[config.mk]
export PLATFORM = sky130hd
export DESIGN_NAME = rwps_front
export DESIGN_NICKNAME = d
export VERILOG_FILES = /design/src/hdl/rwps_pkg.sv /design/src/hdl/rwps_front.sv
export SDC_FILE = /design/constraint.sdc
export NUM_CORES = 1
export LEC_CHECK = 0
export ABC_AREA = 1
export BUFFER_PORTS_ARGS = -buffer_cell sky130_fd_sc_hd__buf_2
export CORE_MARGIN = 5
export CORE_UTILIZATION = 51
export CTS_CLUSTER_DIAMETER = 30
export DETAILED_ROUTE_END_ITERATION = 16
export GPL_TIMING_DRIVEN = 0
export PLACE_DENSITY_LB_ADDON = 0.05
export SYNTH_ARGS = -nofsm -noshare
export SYNTH_HDL_FRONTEND = slang
export SYNTH_SLANG_ARGS = --single-unit
[constraint.sdc]
create_clock -name clk -period 3.8 [get_ports clk]
set_input_delay 0.76 -clock clk [delete_from_list [all_inputs] [get_ports clk]]
set_output_delay 0.76 -clock clk [all_outputs]
set_load 0.02 [all_outputs]
[src/hdl/rwps_pkg.sv]
// shared types and codes for the rolling window percentile statistics block
`default_nettype none
package rwps_pkg;

  // input opcodes
  localparam logic [1:0] OP_RECORD = 2'd0;
  localparam logic [1:0] OP_QUERY  = 2'd1;
  localparam logic [1:0] OP_CLEAR  = 2'd2;

  localparam int CHAN_W = 4;
  localparam int DATA_W = 32;

  // command kinds after classification
  typedef enum logic [1:0] {
    CMD_RECORD,
    CMD_QUERY,
    CMD_CLEAR,
    CMD_EMPTY
  } cmd_kind_t;

  typedef struct packed {
    cmd_kind_t           kind;
    logic [CHAN_W-1:0]   chan;
    logic [DATA_W-1:0]   dur;
  } cmd_t;

  // result word, sample_count in the lowest bits
  typedef struct packed {
    logic [DATA_W-1:0] p95_ns;
    logic [DATA_W-1:0] median_ns;
    logic [DATA_W-1:0] last_ns;
    logic [DATA_W-1:0] mean_ns;
    logic [DATA_W-1:0] sample_count;
  } result_t;

  typedef enum logic [3:0] {
    S_IDLE,
    S_PDIV,
    S_SCAN,
    S_DRAIN,
    S_DECIDE,
    S_MDIV,
    S_LAST,
    S_LASTCAP,
    S_OUT
  } state_t;

endpackage
`default_nettype wire

[src/hdl/rwps_front.sv]
// input side: accepts words, classifies them and queues commands
`default_nettype none
module rwps_front #(
  parameter int LABELS = 16
) (
  input  wire logic                  clk,
  input  wire logic                  rst,
  input  wire logic                  s_tvalid,
  output logic                       s_tready,
  input  wire logic [1:0]            s_tuser,
  input  wire logic [39:0]           s_tdata,
  output logic                       cmd_valid,
  output rwps_pkg::cmd_t             cmd,
  input  wire logic                  cmd_pop
);
  import rwps_pkg::*;

  logic [CHAN_W-1:0] chan_in;
  logic [DATA_W-1:0] dur_in;
  logic              chan_ok;
  logic              push;
  cmd_t              cmd_in;
  cmd_t              q [2];
  logic              wptr;
  logic              rptr;
  logic [1:0]        cnt;

  assign chan_in = s_tdata[3:0];
  assign dur_in  = s_tdata[35:4];
  assign chan_ok = 32'(chan_in) < 32'(LABELS);

  // classify the incoming word
  always_comb begin
    cmd_in.chan = chan_in;
    cmd_in.dur  = dur_in;
    cmd_in.kind = CMD_EMPTY;
    push        = 1'b0;
    case (s_tuser)
      OP_RECORD: begin
        cmd_in.kind = CMD_RECORD;
        push        = chan_ok;
      end
      OP_QUERY: begin
        cmd_in.kind = chan_ok ? CMD_QUERY : CMD_EMPTY;
        push        = 1'b1;
      end
      OP_CLEAR: begin
        cmd_in.kind = CMD_CLEAR;
        push        = 1'b1;
      end
      default: push = 1'b0;
    endcase
  end

  assign s_tready  = (cnt != 2'd2);
  assign cmd_valid = (cnt != 2'd0);
  assign cmd       = q[rptr];

  // two entry command queue
  always_ff @(posedge clk) begin
    if (s_tvalid && s_tready && push) begin
      q[wptr] <= cmd_in;
    end
  end

  always_ff @(posedge clk) begin
    if (rst) begin
      wptr <= 1'b0;
      rptr <= 1'b0;
      cnt  <= 2'd0;
    end else begin
      if (s_tvalid && s_tready && push) wptr <= ~wptr;
      if (cmd_pop) rptr <= ~rptr;
      cnt <= cnt + 2'(s_tvalid && s_tready && push) - 2'(cmd_pop);
    end
  end

endmodule
`default_nettype wire

== After elaboration in Yosys (flattened, before gate mapping) ==
Memory sizes are Yosys's and may differ from the RTL's. A register that Yosys moved wholly into a read port is not among the register bits.
Index checks and enable logic that the tools add are counted.
Widths: inputs -> output; s select.

* Register bits after elaboration: 4
* Bits in writable memories: 76
* Bits of input ports: 46
* Output and inout bits: 40
* Word-level logic and storage cells: 22
* Memories: 1

* Add/subtract/negate cells: 2
* Equal/unequal tests: 3
* Multiplexer cells: 6
* Bitwise logic cells: 2
* Reductions and logical operators: 5

{| class="wikitable"
|+ Memory list
! memory !! words !! bits a word !! read ports !! clocked after memory_dff !! write ports !! line !! source
|-
| q || 2 || 38 || 1 || 1 || 1 || rwps_front.sv:23 || <nowiki>cmd_t q [2];</nowiki>
|}

{| class="wikitable"
|+ Operators with widths
! cell !! number
|-
| $pmux 2 s3 || 1
|-
| $mux 1 || 5
|-
| $reduce_or 3->1 || 1
|-
| $add 2x1->2 || 1
|-
| $eq 2x1->1 const B || 1
|-
| $eq 2x2->1 const B || 1
|-
| $logic_and 1x1->1 || 2
|-
| $logic_not 2->1 || 1
|-
| $ne 2x2->1 const B || 1
|-
| $not 1->1 || 2
|-
| $reduce_bool 2->1 || 1
|-
| $sub 2x1->2 || 1
|}

== Logic depth before layout (Yosys ltp) ==
* Depth in word-level cells: 6
* Mapped depth: 11
* Mapped depth without buffers: 11

== Worst setup path before layout ==
OpenSTA, ideal clock, no wires.

* Path kind: input -> register
* From: input s_tuser[0]
* To: memory q[1][0] (netlist bit) (enable)
* Setup time: 0.435 ns
* Arrival time: 2.665 ns
* Data required time: 3.365 ns
* Setup slack: 0.700 ns
* Stages on the path: 3
* Buffers on the path: 0
* Cell sequence: nand2_1 nand3_1 nor2_1

* Longest elaborated chain between the ends: 6
* Elaborated cells between the ends (all ways): 8
* Those cells by class: eq/ne (2); mux (3); reduce/logical (3)

{| class="wikitable"
|+ RTL lines
! item !! line !! source
|-
| start, declared || rwps_front.sv:10 || <nowiki>input wire logic [1:0] s_tuser,</nowiki>
|-
| $eq 2x2->1 (tied with other cells) || rwps_front.sv:38 || <nowiki>case (s_tuser)</nowiki>
|-
| $reduce_or 3->1 (no line) * || n/a ||
|-
| $mux 1 * || rwps_front.sv:38 ||
|-
| $logic_and 1x1->1 * || rwps_front.sv:61 || <nowiki>if (s_tvalid && s_tready && push) begin</nowiki>
|-
| $mux 1 * || rwps_front.sv:61 ||
|-
| $mux 1 (not written as such) * || rwps_front.sv:62 || <nowiki>q[wptr] <= cmd_in;</nowiki>
|-
| end, declared || rwps_front.sv:23 ||
|}

Mark *: on every way between the ends. The rest lies on a longest branch, timed or not.

==> impl_metrics.tcl <==
set metrics [dict create \
    totalWireLength_mm 5.11 \
    drt_first_iter_violations 70 \
    slew_headroom_pct 54.2 \
    netlist.area_leader.share_pct 74.6 \
    outcome "finished clean" \
    drive_gt1_share_pct 54.4 \
    ys_warn_count 0 \
    drtAntennaViolNets 0 \
    clock-sinks 81 \
    cap_violations 0 \
    synth_mux_area_share_pct 16.4 \
    tns_ps 0 \
    reg2regPathDepth 5 \
    gr-total-overflow 0 \
    arrival_ps 1530 \
    die_h_um 87.5 \
    nFillCells 419 \
    finish.utilization_pct 64.6 \
    synthToLayoutAreaGrowth_pct 24.4 \
    clock.fmax_mhz 437 \
    dp_hpwl_mm 3.76 \
    cts_resized 0 \
    p_leak_nw 1.49 \
    vias 1571 \
    yosysSeqAreaShare_pct 77.9 \
    p_per_area_mw_per_mm2 513 \
    required_ps 3040 \
    cts-hold-fix-buffers 0 \
    synth_most_common_cell "edfxtp_1" \
    fp-row-count 28 \
    power_mw 1.95 \
    grt_pass1_wl_mm 7.91 \
    synth_fa_ha_area_share_pct 0.409 \
    synth_xor_area_share_pct 0.573 \
    final_nets 294 \
    worstMarginPinSlew_ps 686 \
    antenna_found_initial 0 \
    place_congestion 0.683 \
    die_width_um 87.5 \
    critPathTopFamily "buffers and inverters" \
    firstDrtPassIters 4 \
    grt_max_degree 21 \
    synth_top_area_cell "edfxtp_1" \
    hold_ws_ps 531 \
    crit_chain "buf_6 -> buf_6 -> mux2_4 -> buf_2" \
    setup.worst_path.class "reg2out" \
    die_area_mm2 0.00765 \
    synth_compound_area_share_pct 0.164 \
    r2r-start "cnt[0]" \
    yosys.area_share.simple_pct 2.29 \
    avgSynthCellArea_um2 20.0 \
    setup_ws_ps 1510 \
    async_reset_ff_share_pct 0 \
    synth_area_mm2 0.00306 \
    period_minus_slack_ps 2290 \
    r2r_setup_slack_ps 1850 \
    post_cts.repair.setup_buffers 0 \
    path_buf_inv 3 \
    io_buffers 81 \
    initial_core_util_pct 52.0 \
    critical-path-slowest-cell "dfxtp_1" \
    insertion_delay_ps 340 \
    route.detailed.drc 0 \
    finalCritPeriodShare_pct 60.2 \
    syn_inst 153 \
    endpoint_kind "output port" \
    synth_top_family_by_area "multiplexers" \
    ys_seq_elements 81 \
    ys_dominant_reg_cell "edfxtp_1" \
    grt_pass1_vias 1751 \
    regToRegEndpoint "q[1][19]" \
    rsz0062_at_grt "no" \
    cp-start-kind "flop" \
    synthTopCellsByCount "76 x edfxtp_1, 20 x mux2_4, 18 x mux2_2, 9 x nand2_1, 7 x nor2_1" \
    cts-htree-levels 3 \
    synth-edff-count 76 \
    io_pins 86 \
    cp.depth 4 \
    cts_buffer_depth 2 \
    setup_viol 0 \
    hp-class "reg2reg" \
    whs_path_depth 2 \
    hold_viol_final 0 \
    max_stage_delay_ps 350 \
    viasPerCell 4.80 \
    crit_path_max_fanout 10 \
    wire_per_inst_um 15.6 \
    place_ws_ps 1400 \
    synth_nets 200 \
    antennaDiodeCount 0 \
    vdd_drop_max_mv 0.296 \
    crit_top_cell "buf_6" \
    root_buffer "clkbuf_8" \
    path_clk_slew_ps 80 \
    cts_buffers 9 \
    grt_usage_pct 14.1 \
    core_mm2 0.00589 \
    yosys-top-cells-area "edfxtp_1 75%, mux2_4 9.8%, mux2_2 6.6%, dfxtp_1 3.3%, nand2_1 1.1%" \
    finalMaxSlewViolations 0 \
    cts_tree "built" \
    finClkSkew_ps 9.17 \
    crit_end "cmd[35]" \
    yosysUniqueCellTypes 14 \
]
-- layout make-up --
| cell class | count | area [µm²] | share of cell area, % |
|---|---|---|---|
| flip-flops and latches | 81 | 2380 | 62.6 |
| multi-input cells | 60 | 623 | 16.4 |
| repair buffers | 83 | 460 | 12.1 |
| clock buffers | 10 | 128 | 3.35 |
| well taps | 75 | 93.8 | 2.47 |
| clock inverters | 6 | 48.8 | 1.28 |
| plain buffers | 6 | 46.3 | 1.22 |
| inverters | 6 | 22.5 | 0.592 |
-- stage by stage --
step | area, µm² | std cells
2_1_floorplan | 3060 | 153
3_3_place_gp | 3560 | 309
3_5_place_dp | 3630 | 311
4_1_cts | 3800 | 327
5_1_grt | 3800 | 327
6_report | 3800 | 327
-- how the worst min path moves through the flow --
stage / startpoint / to / slack, ps
floorplan: rptr / flop / 480
global placement: rptr / rptr / 500
detailed placement: rptr / flop / 530
CTS: rptr / rptr / 550
global route: s_tdata[0] / q[0][32] / 590
finish: rptr / rptr / 530
-- layout by cell type (no fill, tap or decap) --
cell type   n
buf_2      82
edfxtp_1   76
mux2_4     20
mux2_2     18
nand2_1     9
clkbuf_8    9
inv_1       6
nor2_1      5
dfxtp_1     5
clkinv_1    5
buf_6       3
clkbuf_1    3
nand3_1     2
xnor2_1     2
nor2_4      2
buf_16      2
a21oi_1     1
ha_1        1
bufinv_16   1
-- flip-flops by register name (all words and copies together) (netlist names), named ones only --
name and cells:
wptr 1, q 76, rptr 1, cnt 2
-- logic make-up after synthesis --
logic type                 after synthesis
buffers and inverters                   12
xor gates and xnor gates                 2
AOI/OAI and AO/OA                        1
adders and majority gates                1
muxes                                   38
DFF                                     81
and+or+nand+nor                         18
-- where the power goes --
part           total, mW  switching, mW  leakage (nW)  internal (mW)
Combinational      0.323          0.182         0.664          0.141
Clock              0.565          0.272        0.0879          0.293
Sequential          1.06         0.0169         0.743           1.05
Total               1.95          0.471          1.49           1.48
-- metal layers --
layer  up-vias  track usage (%)  part of all wire (%)  routed length (µm)
li1        762                -                     -                   -
met1       746             14.9                    38                1940
met2        56             25.5                    53                2730
met3         7             4.54                   7.5                 386
met4         0             6.28                   1.2                  59
met5         -                0                     0                   0
-- tightest hold or removal path, cell delays in order (launching register included) --
cell and delay [ps]:
dfxtp_1 330, xnor2_1 90, nor2_1 80
(Power assumes the default switching activity.)
